### config.mk
export PLATFORM = sky130hd
export DESIGN_NAME = arm_shifter_operand_core_flat
export DESIGN_NICKNAME = d
export VERILOG_FILES = /design/src/hw/rtl/aso_pkg.sv /design/src/hw/rtl/aso_req_if.sv /design/src/hw/rtl/aso_rsp_if.sv /design/src/hw/rtl/arm_shifter_operand_core.sv /design/src/hw/rtl/aso_decode_stage.sv /design/src/hw/rtl/aso_coarse_stage.sv /design/src/hw/rtl/aso_fine_stage.sv /design/src/flat_wrapper.sv
export SDC_FILE = /design/constraint.sdc
export NUM_CORES = 1
export LEC_CHECK = 0
export BUFFER_PORTS_ARGS = -buffer_cell sky130_fd_sc_hd__buf_2
export CAP_MARGIN = 20
export CORE_UTILIZATION = 40
export CTS_CLUSTER_DIAMETER = 200
export DETAILED_ROUTE_END_ITERATION = 7
export GPL_TIMING_DRIVEN = 0
export SYNTH_ARGS = -nofsm -noshare
export SYNTH_HDL_FRONTEND = slang
export SYNTH_HIERARCHICAL = 1
export SYNTH_SLANG_ARGS = --single-unit
### constraint.sdc
create_clock -name clk -period 4.61 [get_ports clk]
set_clock_uncertainty 0.2 [all_clocks]
set_input_delay 0.922 -clock clk [delete_from_list [all_inputs] [get_ports clk]]
set_output_delay 0.922 -clock clk [all_outputs]
set_load 0.01 [all_outputs]
### src/hw/rtl/aso_pkg.sv
`timescale 1ns / 1ps
`default_nettype none
// ----------------------------------------------------------------------------
// aso_pkg
// Types and constants shared by the shifter operand pipeline.
// ----------------------------------------------------------------------------
package aso_pkg;

	localparam int unsigned WordW = 32;
	localparam int unsigned AmtW  = 8;
	localparam int unsigned ShW   = 5;
	localparam int unsigned KindW = 2;
	localparam int unsigned WideW = 2 * WordW + 1;

	typedef enum logic [KindW-1:0] {
		KIND_LSL = 2'd0,
		KIND_LSR = 2'd1,
		KIND_ASR = 2'd2,
		KIND_ROR = 2'd3
	} kind_t;

	// what the last stage builds for one request
	typedef enum logic [2:0] {
		OP_SHIFT,
		OP_PASS_CIN,
		OP_PASS_B31,
		OP_ZERO_B0,
		OP_ZERO_B31,
		OP_ZERO,
		OP_FILL,
		OP_RRX
	} op_t;

	typedef struct packed {
		logic valid;
		logic load;
	} stage_ctl_t;

	typedef struct packed {
		logic [WordW-1:0] rm;
		logic             cin;
		kind_t            kind;
		op_t              op;
		logic [ShW-1:0]   amt;
	} dec_t;

	typedef struct packed {
		logic [WideW-1:0] word;
		logic [1:0]       amt_fine;
		logic [WordW-1:0] rm;
		logic             cin;
		logic             lsl;
		op_t              op;
	} crs_t;

endpackage
`default_nettype wire

### src/hw/rtl/aso_req_if.sv
`timescale 1ns / 1ps
`default_nettype none
// ----------------------------------------------------------------------------
// aso_req_if
// Request channel: operand, shift control and carry flag.
// ----------------------------------------------------------------------------
interface aso_req_if;
	import aso_pkg::*;

	logic             valid;
	logic             ready;
	logic [WordW-1:0] rm_value;
	logic [AmtW-1:0]  rs_amount;
	logic             by_register;
	logic [KindW-1:0] shift_kind;
	logic [ShW-1:0]   shift_immediate;
	logic             carry_in;

	modport source (
		output valid, rm_value, rs_amount, by_register, shift_kind, shift_immediate,
			carry_in,
		input  ready
	);
	modport sink (
		input  valid, rm_value, rs_amount, by_register, shift_kind, shift_immediate,
			carry_in,
		output ready
	);
endinterface
`default_nettype wire

### src/hw/rtl/aso_rsp_if.sv
`timescale 1ns / 1ps
`default_nettype none
// ----------------------------------------------------------------------------
// aso_rsp_if
// Response channel: shifted operand and shifter carry.
// ----------------------------------------------------------------------------
interface aso_rsp_if;
	import aso_pkg::*;

	logic             valid;
	logic             ready;
	logic [WordW-1:0] operand_value;
	logic             carry_out;

	modport source (output valid, operand_value, carry_out, input ready);
	modport sink (input valid, operand_value, carry_out, output ready);
endinterface
`default_nettype wire

### src/hw/rtl/arm_shifter_operand_core.sv
`timescale 1ns / 1ps
`default_nettype none
// ----------------------------------------------------------------------------
// arm_shifter_operand_core
// ARM data-processing second operand with shifter carry-out.
// ----------------------------------------------------------------------------
// Takes one request per cycle while the response side is not stalled and
// returns its operand and carry: stage 1 decodes the amount and the special
// cases, stage 2 shifts the word by multiples of four, stage 3 finishes the
// shift, picks the result and holds it in the output register.
// Each stage moves on when the stage after it is empty or moving, so a stall
// on the response side holds every request in place and ready follows it in
// the same cycle.
module arm_shifter_operand_core (
	input  wire       clk,
	input  wire       arst_n,
	aso_req_if.sink   req,
	aso_rsp_if.source rsp
);
	import aso_pkg::*;

	logic       valid_s1;
	logic       valid_s2;
	logic       valid_s3;
	logic       adv1;
	logic       adv2;
	logic       adv3;
	stage_ctl_t ctl1;
	stage_ctl_t ctl2;
	stage_ctl_t ctl3;
	dec_t       dec_s1;
	crs_t       crs_s2;

	assign adv3 = !valid_s3 || rsp.ready;
	assign adv2 = !valid_s2 || adv3;
	assign adv1 = !valid_s1 || adv2;

	assign ctl1 = '{valid: req.valid, load: adv1};
	assign ctl2 = '{valid: valid_s1, load: adv2};
	assign ctl3 = '{valid: valid_s2, load: adv3};

	assign req.ready = adv1;
	assign rsp.valid = valid_s3;

	aso_decode_stage u_decode (
		.clk             (clk),
		.arst_n          (arst_n),
		.ctl             (ctl1),
		.rm_value        (req.rm_value),
		.rs_amount       (req.rs_amount),
		.by_register     (req.by_register),
		.shift_kind      (req.shift_kind),
		.shift_immediate (req.shift_immediate),
		.carry_in        (req.carry_in),
		.valid_s1        (valid_s1),
		.dec_s1          (dec_s1)
	);

	aso_coarse_stage u_coarse (
		.clk      (clk),
		.arst_n   (arst_n),
		.ctl      (ctl2),
		.dec_s1   (dec_s1),
		.valid_s2 (valid_s2),
		.crs_s2   (crs_s2)
	);

	aso_fine_stage u_fine (
		.clk      (clk),
		.arst_n   (arst_n),
		.ctl      (ctl3),
		.crs_s2   (crs_s2),
		.valid_s3 (valid_s3),
		.value_s3 (rsp.operand_value),
		.carry_s3 (rsp.carry_out)
	);
endmodule
`default_nettype wire

### src/hw/rtl/aso_decode_stage.sv
`timescale 1ns / 1ps
`default_nettype none
// ----------------------------------------------------------------------------
// aso_decode_stage
// Stage 1: resolves the amount source and the zero / out-of-range cases.
// ----------------------------------------------------------------------------
module aso_decode_stage (
	input  wire                         clk,
	input  wire                         arst_n,
	input  aso_pkg::stage_ctl_t         ctl,
	input  wire [aso_pkg::WordW-1:0]    rm_value,
	input  wire [aso_pkg::AmtW-1:0]     rs_amount,
	input  wire                         by_register,
	input  wire [aso_pkg::KindW-1:0]    shift_kind,
	input  wire [aso_pkg::ShW-1:0]      shift_immediate,
	input  wire                         carry_in,
	output logic                        valid_s1,
	output aso_pkg::dec_t               dec_s1
);
	import aso_pkg::*;

	dec_t           dec;
	kind_t          kind;
	logic [ShW-1:0] amt_raw;
	logic           rs_zero;
	logic           rs_lt32;
	logic           rs_eq32;

	assign kind    = kind_t'(shift_kind);
	assign amt_raw = by_register ? rs_amount[ShW-1:0] : shift_immediate;
	assign rs_zero = (rs_amount == '0);
	assign rs_lt32 = (rs_amount[AmtW-1:ShW] == '0);
	assign rs_eq32 = (rs_amount == AmtW'(WordW));

	always_comb begin
		dec.rm   = rm_value;
		dec.cin  = carry_in;
		dec.kind = kind;
		dec.op   = OP_SHIFT;
		// left shift runs as a right shift by the complement
		dec.amt  = (kind == KIND_LSL) ? (ShW'(0) - amt_raw) : amt_raw;
		if (by_register) begin
			if (rs_zero) begin
				dec.op = OP_PASS_CIN;
			end else begin
				unique case (kind)
					KIND_LSL: begin
						if (!rs_lt32) dec.op = rs_eq32 ? OP_ZERO_B0 : OP_ZERO;
					end
					KIND_LSR: begin
						if (!rs_lt32) dec.op = rs_eq32 ? OP_ZERO_B31 : OP_ZERO;
					end
					KIND_ASR: begin
						if (!rs_lt32) dec.op = OP_FILL;
					end
					KIND_ROR: begin
						// nonzero multiple of 32
						if (rs_amount[ShW-1:0] == '0) dec.op = OP_PASS_B31;
					end
					default: dec.op = OP_SHIFT;
				endcase
			end
		end else if (shift_immediate == '0) begin
			unique case (kind)
				KIND_LSL: dec.op = OP_PASS_CIN;
				KIND_LSR: dec.op = OP_ZERO_B31;
				KIND_ASR: dec.op = OP_FILL;
				KIND_ROR: dec.op = OP_RRX;
				default:  dec.op = OP_SHIFT;
			endcase
		end
	end

	always_ff @(posedge clk or negedge arst_n) begin
		if (!arst_n) begin
			valid_s1 <= 1'b0;
		end else if (ctl.load) begin
			valid_s1 <= ctl.valid;
		end
	end

	always_ff @(posedge clk) begin
		if (ctl.load && ctl.valid) begin
			dec_s1 <= dec;
		end
	end
endmodule
`default_nettype wire

### src/hw/rtl/aso_coarse_stage.sv
`timescale 1ns / 1ps
`default_nettype none
// ----------------------------------------------------------------------------
// aso_coarse_stage
// Stage 2: builds the wide shift word and shifts it by multiples of four.
// ----------------------------------------------------------------------------
module aso_coarse_stage (
	input  wire                 clk,
	input  wire                 arst_n,
	input  aso_pkg::stage_ctl_t ctl,
	input  aso_pkg::dec_t       dec_s1,
	output logic                valid_s2,
	output aso_pkg::crs_t       crs_s2
);
	import aso_pkg::*;

	logic [WideW-1:0] word;
	crs_t             crs;

	// layout is {upper, lower, guard}; the guard bit catches the last bit out
	always_comb begin
		unique case (dec_s1.kind)
			KIND_LSL: word = {dec_s1.rm, {WordW{1'b0}}, 1'b0};
			KIND_LSR: word = {{WordW{1'b0}}, dec_s1.rm, 1'b0};
			KIND_ASR: word = {{WordW{dec_s1.rm[WordW-1]}}, dec_s1.rm, 1'b0};
			KIND_ROR: word = {dec_s1.rm, dec_s1.rm, 1'b0};
			default:  word = '0;
		endcase
	end

	always_comb begin
		crs.word     = word >> {dec_s1.amt[ShW-1:2], 2'b00};
		crs.amt_fine = dec_s1.amt[1:0];
		crs.rm       = dec_s1.rm;
		crs.cin      = dec_s1.cin;
		crs.lsl      = (dec_s1.kind == KIND_LSL);
		crs.op       = dec_s1.op;
	end

	always_ff @(posedge clk or negedge arst_n) begin
		if (!arst_n) begin
			valid_s2 <= 1'b0;
		end else if (ctl.load) begin
			valid_s2 <= ctl.valid;
		end
	end

	always_ff @(posedge clk) begin
		if (ctl.load && ctl.valid) begin
			crs_s2 <= crs;
		end
	end
endmodule
`default_nettype wire

### src/hw/rtl/aso_fine_stage.sv
`timescale 1ns / 1ps
`default_nettype none
// ----------------------------------------------------------------------------
// aso_fine_stage
// Stage 3: last shift step, special-case select and the output register.
// ----------------------------------------------------------------------------
module aso_fine_stage (
	input  wire                      clk,
	input  wire                      arst_n,
	input  aso_pkg::stage_ctl_t      ctl,
	input  aso_pkg::crs_t            crs_s2,
	output logic                     valid_s3,
	output logic [aso_pkg::WordW-1:0] value_s3,
	output logic                     carry_s3
);
	import aso_pkg::*;

	logic [WideW-1:0] word;
	logic [WordW-1:0] rm;
	logic [WordW-1:0] value;
	logic             carry;

	assign word = crs_s2.word >> crs_s2.amt_fine;
	assign rm   = crs_s2.rm;

	always_comb begin
		unique case (crs_s2.op)
			OP_SHIFT: begin
				value = word[WordW:1];
				// left shift leaves its carry just above the result
				carry = crs_s2.lsl ? word[WordW+1] : word[0];
			end
			OP_PASS_CIN: begin
				value = rm;
				carry = crs_s2.cin;
			end
			OP_PASS_B31: begin
				value = rm;
				carry = rm[WordW-1];
			end
			OP_ZERO_B0: begin
				value = '0;
				carry = rm[0];
			end
			OP_ZERO_B31: begin
				value = '0;
				carry = rm[WordW-1];
			end
			OP_ZERO: begin
				value = '0;
				carry = 1'b0;
			end
			OP_FILL: begin
				value = {WordW{rm[WordW-1]}};
				carry = rm[WordW-1];
			end
			OP_RRX: begin
				value = {crs_s2.cin, rm[WordW-1:1]};
				carry = rm[0];
			end
			default: begin
				value = '0;
				carry = 1'b0;
			end
		endcase
	end

	always_ff @(posedge clk or negedge arst_n) begin
		if (!arst_n) begin
			valid_s3 <= 1'b0;
		end else if (ctl.load) begin
			valid_s3 <= ctl.valid;
		end
	end

	always_ff @(posedge clk) begin
		if (ctl.load && ctl.valid) begin
			value_s3 <= value;
			carry_s3 <= carry;
		end
	end
endmodule
`default_nettype wire

### src/flat_wrapper.sv
// flat-port wrapper written by rule: the top's interface ports become plain ports
module arm_shifter_operand_core_flat import aso_pkg::*;
  (clk, arst_n, req_valid, req_rm_value, req_rs_amount, req_by_register, req_shift_kind, req_shift_immediate, req_carry_in, req_ready, rsp_valid, rsp_operand_value, rsp_carry_out, rsp_ready);
  aso_req_if req_i ();
  aso_rsp_if rsp_i ();
  input  wire clk;
  input  wire arst_n;
  input wire logic [$bits(req_i.valid)-1:0] req_valid;
  input wire logic [$bits(req_i.rm_value)-1:0] req_rm_value;
  input wire logic [$bits(req_i.rs_amount)-1:0] req_rs_amount;
  input wire logic [$bits(req_i.by_register)-1:0] req_by_register;
  input wire logic [$bits(req_i.shift_kind)-1:0] req_shift_kind;
  input wire logic [$bits(req_i.shift_immediate)-1:0] req_shift_immediate;
  input wire logic [$bits(req_i.carry_in)-1:0] req_carry_in;
  output wire logic [$bits(req_i.ready)-1:0] req_ready;
  output wire logic [$bits(rsp_i.valid)-1:0] rsp_valid;
  output wire logic [$bits(rsp_i.operand_value)-1:0] rsp_operand_value;
  output wire logic [$bits(rsp_i.carry_out)-1:0] rsp_carry_out;
  input wire logic [$bits(rsp_i.ready)-1:0] rsp_ready;
  assign req_i.valid = req_valid;
  assign req_i.rm_value = req_rm_value;
  assign req_i.rs_amount = req_rs_amount;
  assign req_i.by_register = req_by_register;
  assign req_i.shift_kind = req_shift_kind;
  assign req_i.shift_immediate = req_shift_immediate;
  assign req_i.carry_in = req_carry_in;
  assign req_ready = req_i.ready;
  assign rsp_valid = rsp_i.valid;
  assign rsp_operand_value = rsp_i.operand_value;
  assign rsp_carry_out = rsp_i.carry_out;
  assign rsp_i.ready = rsp_ready;
  arm_shifter_operand_core u_core (.clk(clk), .arst_n(arst_n), .req(req_i), .rsp(rsp_i));
endmodule
# Yosys cells after proc, flatten, opt, wreduce, memory -nomap -nowiden
# Cells that the tools add are included.
[op_classes]
n_addsub = 1
n_eq_ne = 14
n_reduce_logical = 20
shift = 2
n_mux = 17
[op_table]
columns = ["operator", "n"]
rows = [
  ["$pmux 65 s4", 1],
  ["$pmux 32 s5", 1],
  ["$shr 65x2->34", 1],
  ["$shr 65x5->65", 1],
  ["$pmux 3 s4", 2],
  ["$mux 3", 7],
  ["$eq 3x3->1 const B", 4],
  ["$logic_not 5->1", 2],
  ["$mux 5", 2],
  ["$eq 2x2->1 const B", 4],
  ["$eq 8x6->1 const B", 1],
  ["$logic_not 8->1", 1],
  ["$eq 3x2->1 const B", 2],
  ["$logic_not 3->1", 2],
  ["$reduce_or 3->1", 2],
  ["$pmux 1 s5", 1],
  ["$sub 1x5->5 const A", 1],
  ["$eq 2x1->1 const B", 2],
  ["$logic_not 2->1", 2],
  ["$reduce_or 2->1", 2],
  ["$eq 3x1->1 const B", 1],
  ["$logic_and 1x1->1", 3],
  ["$logic_not 1->1", 3],
  ["$logic_or 1x1->1", 3],
  ["other kinds (2)", 3],
]
[totals]
in_bits = 53
output_inout_bits = 35
register_bits = 183

# Longest topological paths before layout
# Gate-level depths: netlist (run 1).
[logic_depth]
word_depth = 6
ltp_mapped = 8
mapped_depth_nobuf = 6

# Cells and area by module
# The synthesis (run 1) kept the hierarchy.
[by_module_without_submodules]
columns = ["module", "seq_area_each_um2", "n_inst", "area_per_inst_um2", "cells_each"]
rows = [
  ["aso_coarse_stage", 3148.0, 1, 5839.4, 513],
  ["aso_fine_stage", 1016.0, 1, 3020.4, 307],
  ["aso_decode_stage", 1316.3, 1, 1749.2, 101],
  ["arm_shifter_operand_core", 0.0, 1, 22.5, 3],
]

# Worst setup path before layout (run 1)
# No wires, ideal clock.
[synth_timing]
path_type = "input-to-reg"
start = "in rsp_ready"
end = "reg, netlist name u_core/u_coarse/crs_s2[0]"
arrival_ps = 3453
path_buffers = 0
path_stages = 2
slack_ps = 483
setup_ps = 475
cell_sequence = "nand3b_1 and2_1"
[synth_via]
elab_chain_len = 3
[synth_lines]
columns = ["item", "line_no", "source"]
rows = [
  ["start, declared", "flat_wrapper.sv:19", "input wire logic [$bits(rsp_i.ready)-1:0] rsp_ready;"],
  ["$logic_or 1x1->1", "arm_shifter_operand_core.sv:34", "assign adv3 = !valid_s3 || rsp.ready;"],
  ["$logic_or 1x1->1", "arm_shifter_operand_core.sv:35", "assign adv2 = !valid_s2 || adv3;"],
  ["$logic_and 1x1->1", "aso_coarse_stage.sv:49", "if (ctl.load && ctl.valid) begin"],
]
# No other way between the ends.
# A chain may end at the register's enable or synchronous reset.

# Worst setup path in the final report (run 1)
[layout_timing]
start = "in rsp_ready"
end = "out req_ready"
[layout_via]
elab_chain_len = 3
[layout_lines]
columns = ["item", "line_no", "source"]
rows = [
  ["$logic_or 1x1->1", "arm_shifter_operand_core.sv:34", ""],
  ["$logic_or 1x1->1", "arm_shifter_operand_core.sv:35", ""],
  ["$logic_or 1x1->1", "arm_shifter_operand_core.sv:36", "assign adv1 = !valid_s1 || adv2;"],
  ["end, declared", "flat_wrapper.sv:15", "output wire logic [$bits(req_i.ready)-1:0] req_ready;"],
]
# No other way between the ends.

==> flow_summary.ini, run 1 <==
[outcome]
status = finished clean

[setup_path]
arrival_ns = 1.40
crit_path_start_kind = input port
reg2reg_slack_ns = 2.15
critPathMaxFanout = 3
critical_path_class = input port to primary output
rr_worst_depth = 6
critPathRequiredTime_ns = 3.49
worstSetupEndpointType = primary output

[global_routing]
grt_antenna_before_repair = 0
busiest_layer = met2
grt_max_degree = 75
grt_pass1_vias = 6542
track_usage = 0.2385
grt_pass1_wl_um = 40860
met3_usage = 0.03601
globalRouteOverflowTotal = 0
use_met1 = 0.3320
grtUsageMet2 = 0.3599

[routing]
wl_um = 27800
firstDrtPassIters = 5
final_antenna_net_count = 0
wire_per_inst_um = 23.32
drcViolationCount = 0
drt_iter0_drc = 819
num_vias = 7153
vias_per_cell = 6.001

[hold_path]
hold_class = input port to asynchronous set/reset pin

[timing]
min_period_ns = 2.519
finalCritPeriodShare = 0.5465
fmax_ghz = 0.3969
drv_slew = 0
worstMarginPinSlew_ns = 0.5881
setup_viol = 0
tns_ns = 0
rsz0062_at_grt = no
final-hold-violation-count = 0
slew_headroom = 0.6079

[finish]
syn2layout_area_growth_pct = 16.01
layout_commonest_cell = edfxtp_1
n_antenna_cell = 0
final_nets = 954
layout_common_cells = 152 x edfxtp_1, 111 x buf_2, 82 x nand2_1, 65 x a21oi_1, 53 x mux2i_1
fin_area_sq_um = 10630
drive_above_1_share = 0.2602
fin_cells = 1192

[clock_network]
clk_pin_slew_ns = 0.07
cts_resized = 0
insertion_delay_ns = 0.43
cts_hold_buf = 0
cts_buffers = 17
cts_sinks = 155
clock-root-buffer = clkbuf_16
h-tree-depth = 4
cts_max_path_buffers = 2
post_cts_buffers = 0
cts_tree = yes

[placement]
portBuffers = 87
dp_hpwl_um = 21270
dp_cells = 1161
dpl_cell_area_sq_um = 10030
gp_congestion = 0.9820

[synth]
synth_warnings = 6
netlist_area_sq_um = 9161
syn_inst = 786
postSynthAreaPerCell_sq_um = 11.66
syn_nets = 845

[floorplan]
die_area_sq_um = 23510
num_rows = 55
ios = 88
die_h_um = 153.3
core_sq_um = 22570
start_util = 0.4059
fp.dieW_um = 153.3

[run]
maxCapViolCount = 0

[pwr]
power_density_nw_per_um2 = 419.7
leakagePower_nw = 4.071
ir_drop_v = 0.0002640
==> path summary, 6_finish.rpt <==
check | start | to
setup / recovery | rsp_ready | req_ready
hold / removal | arst_n | u_core/u_decode/valid_s1$_DFFE_PN0P_
setup reg to reg | u_core/u_decode/dec_s1[8]$_DFFE_PP_ | u_core/u_coarse/crs_s2[50]$_DFFE_PP_
hold reg to reg | u_core/u_decode/dec_s1[6]$_DFFE_PP_ | u_core/u_coarse/crs_s2[1]$_DFFE_PP_
max in group asynchronous | arst_n | u_core/u_coarse/valid_s2$_DFFE_PN0P_
min in group clk | u_core/u_decode/dec_s1[6]$_DFFE_PP_ | u_core/u_coarse/crs_s2[1]$_DFFE_PP_
==> cell type report <==
class,count,area (sq um)
timing repair buffer,90,510.5
inverter,19,71.32
clock buffer,17,425.4
buffer,80,473.0
tap,285,356.6
multi-input combinational,532,3981
clock inverter,14,170.2
fill,2057,11940
sequential,155,4639
==> per-stage QoR <==
step	power (W)	hold slack, ns	util	setup WS (ns)
floorplan	0.002618	0.2003	-	1.142
global placement	0.003021	0.2043	0.4410	0.3391
detailed placement	0.003034	0.2057	0.4445	2.085
CTS	0.004469	0.05526	0.4708	2.085
global route	0.004624	0.06086	0.4708	2.063
finish	0.004460	0.07465	0.4708	2.091
==> report_power, final <==
part           internal [W]  leakage [nW]  total [W]  switching, W
clock network      0.000854         0.295    0.00144      0.000583
registers           0.00179          1.52    0.00193      0.000140
logic              0.000444          2.25    0.00109      0.000646
total               0.00309          4.07    0.00446       0.00137
==> worst max-delay path, cell delays in order <==
cell and delay [ns]:
buf_2 0.10, nand4b_1 0.20, buf_2 0.17
==> metal layers <==
| layer | routed length (um) | share of wire |
|---|---|---|
| met1 | 12240 | 0.44 |
| met2 | 12340 | 0.44 |
| met3 | 1978 | 0.071 |
| met4 | 1238 | 0.045 |
| met5 | 0 | 0 |
==> sequential cells by signal, summed over array words and instances (netlist names) <==
signal	flops
u_core/u_coarse/crs_s2	76
u_core/u_coarse/valid_s2	1
u_core/u_decode/dec_s1	43
u_core/u_decode/valid_s1	1
u_core/u_fine/carry_s3	1
u_core/u_fine/valid_s3	1
u_core/u_fine/value_s3	32
Power figures use the tool's default switching activity.
==> run 2, diff against run 1 <==
- clock period: 4.61 -> 2.2 ns (I/O delays scaled with it)
==> run 2 against run 1 <==
Effect of this change:
- die area is the same
- largest power group unchanged
- routed wire length grew 5.1%
- sequential power grew 110%
- design area grew 7.9%
- register-to-register slack lost 2.2 ns
- global-route usage grew 1.0 points
- setup slack lost 2.1 ns
- clock power grew 96%
- hold slack lost 0.020 ns
- sequential share of layout area shrank 3.2 points
- the flow now finishes with violations (setup timing)
- highest routed layer unchanged
==> flow_summary.ini, run 2 (same netlist as run 1, synthesis figures left out) <==
[timing]
slew_headroom = 0.5852
fmax_ghz = 0.4524
drv_slew = 0
finalCritPeriodShare = 1.005
min_period_ns = 2.210
final-hold-violation-count = 0
fin_ws_ns = -0.01027
rsz0062_at_grt = yes
setup_viol = 1
worstMarginPinSlew_ns = 0.6221

[routing]
drt_iter0_drc = 780
num_vias = 7593
wire_per_inst_um = 23.36
final_antenna_net_count = 0
vias_per_cell = 6.074
firstDrtPassIters = 6
wl_um = 29210
drcViolationCount = 0

[setup_path]
critPathMaxFanout = 10
r2r-start = u_core/u_decode/dec_s1[8]$_DFFE_PP_
crit_path_start = u_core/u_decode/dec_s1[8]$_DFFE_PP_
crit_path_start_kind = flop
crit_top_cell = buf_4
rr_worst_depth = 7
reg2reg_slack_ns = -0.01
critPathRequiredTime_ns = 2.27
r2r-end = u_core/u_coarse/crs_s2[58]$_DFFE_PP_
crit_path_max_incr_delay_ns = 0.40
crit_chain = buf_4 -> and3b_1 -> buf_4 -> a21oi_1 -> a211oi_2 -> nor2_1 -> a21oi_4
arrival_ns = 2.28
worstSetupEndpointType = flop
crit_path_top_delay_cell = edfxtp_1
critical_path_class = flop to flop
cpLargestDelayFamily = compound AO/OA/AOI/OAI gates
crit_buf_inv = 2

[clock_network]
clk_pin_slew_ns = 0.07
clock-root-buffer = clkbuf_16
cts_sinks = 155
h-tree-depth = 4
cts_max_path_buffers = 2
insertion_delay_ns = 0.42
cts_tree = yes
cts_buffers = 17

[hold_path]
hp-start = req_shift_kind[0]
hold_class = input port to flop
holdPathStages = 1
whs_endpoint = u_core/u_decode/dec_s1[8]$_DFFE_PP_

[global_routing]
grt_pass1_vias = 7037
globalRouteOverflowTotal = 0
track_usage = 0.2487
grt_antenna_before_repair = 0
grt_pass1_wl_um = 43280
grt_max_degree = 75

[pwr]
intPower_w = 0.006454
power_density_nw_per_um2 = 826.0
power_w = 0.009470
ir_drop_v = 0.0004831
swShare = 0.3185
p_sw_w = 0.003016
pwr-share-comb = 0.273
clkPwrFrac = 0.298
seq_power_share = 0.429
leakagePower_nw = 4.382

[floorplan]
num_rows = 55
start_util = 0.4059
die_area_sq_um = 23510
die_h_um = 153.3
fp.dieW_um = 153.3
core_sq_um = 22570
ios = 88

[finish]
top_regs = u_core/u_coarse/crs_s2 x76, u_core/u_decode/dec_s1 x43, u_core/u_fine/value_s3 x32
layout_commonest_cell = edfxtp_1
drive_above_1_share = 0.3212
top_register = u_core/u_coarse/crs_s2
fin_util = 0.5080
final_nets = 1011
layout_common_cells = 152 x edfxtp_1, 108 x buf_2, 81 x nand2_1, 58 x a21oi_1, 44 x mux2i_1
syn2layout_area_growth_pct = 25.16
n_antenna_cell = 0
largest_register_ff_count = 76

[placement]
dp_hpwl_um = 21320
gp_congestion = 0.9702
portBuffers = 87

[outcome]
violations = setup timing
status = finished, violations left

[run]
maxCapViolCount = 0
-- run 2: changes by cell type in the layout (fill, tap and decap cells not counted), sizes merged --
cell         before  now
bufinv            3    1
clkbuf           44   48
clkinvlp          1    5
dlygate4sd3       0   34
buf             143  163
clkinv            8    6
-- run 2: area by class of cell --
class,instances,area (sq um)
Buffer,79,520.5
Clock buffer,18,429.2
Clock inverter,14,137.6
Sequential cell,155,4639
Tap cell,285,356.6
Timing Repair Buffer,148,1070
Fill cell,1957,11110
Inverter,19,72.57
Multi-Input combinational cell,532,4240
-- run 2: timing repair --
action | in CTS | in global routing
setup endpoints to repair | 26 | 42
endpoints found under the hold margin | 36 | 0
hold buffers | 34 | 0
gates resized for setup | 22 | 68
buffers inserted | 8 | 14
cloned | 0 | 2
pin swaps | 5 | 9
-- run 2: worst reg2reg max path, cell delays in order, from the launching register on --
cell and delay (ns):
edfxtp_1 0.40, buf_4 0.18, and3b_1 0.30, buf_4 0.22, a21oi_1 0.07, a211oi_2 0.38, nor2_1 0.13, a21oi_4 0.18
-- run 2: routing by layer --
metal	GRT usage	share of wire
met5	0	0
met4	0.1219	0.050
met1	0.3435	0.43
met3	0.03799	0.074
met2	0.3827	0.45
-- run 2: worst max-delay path by stage --
stage                                                 endpoint  slack, ns  cells past startpoint
after global routing      u_core/u_coarse/crs_s2[68]$_DFFE_PP_      -0.03                      7
after CTS                 u_core/u_coarse/crs_s2[60]$_DFFE_PP_      -0.01                      6
after global placement    u_core/u_coarse/crs_s2[58]$_DFFE_PP_      -0.45                      6
after detailed placement  u_core/u_coarse/crs_s2[58]$_DFFE_PP_      -0.41                      6
after floorplan            u_core/u_coarse/crs_s2[0]$_DFFE_PP_       0.05                      2
final                     u_core/u_coarse/crs_s2[58]$_DFFE_PP_      -0.01                      7
-- run 2: metrics by stage --
stage	hold WS, ns	setup TNS [ns]	worst slack, ns	std cells	cell area [sq um]
floorplan	-0.05559	0	0.04530	786	9164
global placement	0.03892	-39.48	-0.4504	1158	9956
detailed placement	0.04070	-2.885	-0.4052	1160	10010
CTS	0.03985	-0.02774	-0.01222	1234	11060
global route	0.04259	-0.09376	-0.02789	1250	11470
finish	0.05436	-0.01027	-0.01027	1250	11470
-- run 2: power by group through the flow --
stage | clock, W | combinational (W) | sequential, W
3_3_place_gp | 0 | 0.00221 | 0.00411
6_report | 0.00282 | 0.00259 | 0.00406
5_1_grt | 0.00300 | 0.00273 | 0.00410
2_1_floorplan | 0 | 0.00144 | 0.00404
4_1_cts | 0.00287 | 0.00236 | 0.00405
3_5_place_dp | 0 | 0.00224 | 0.00411
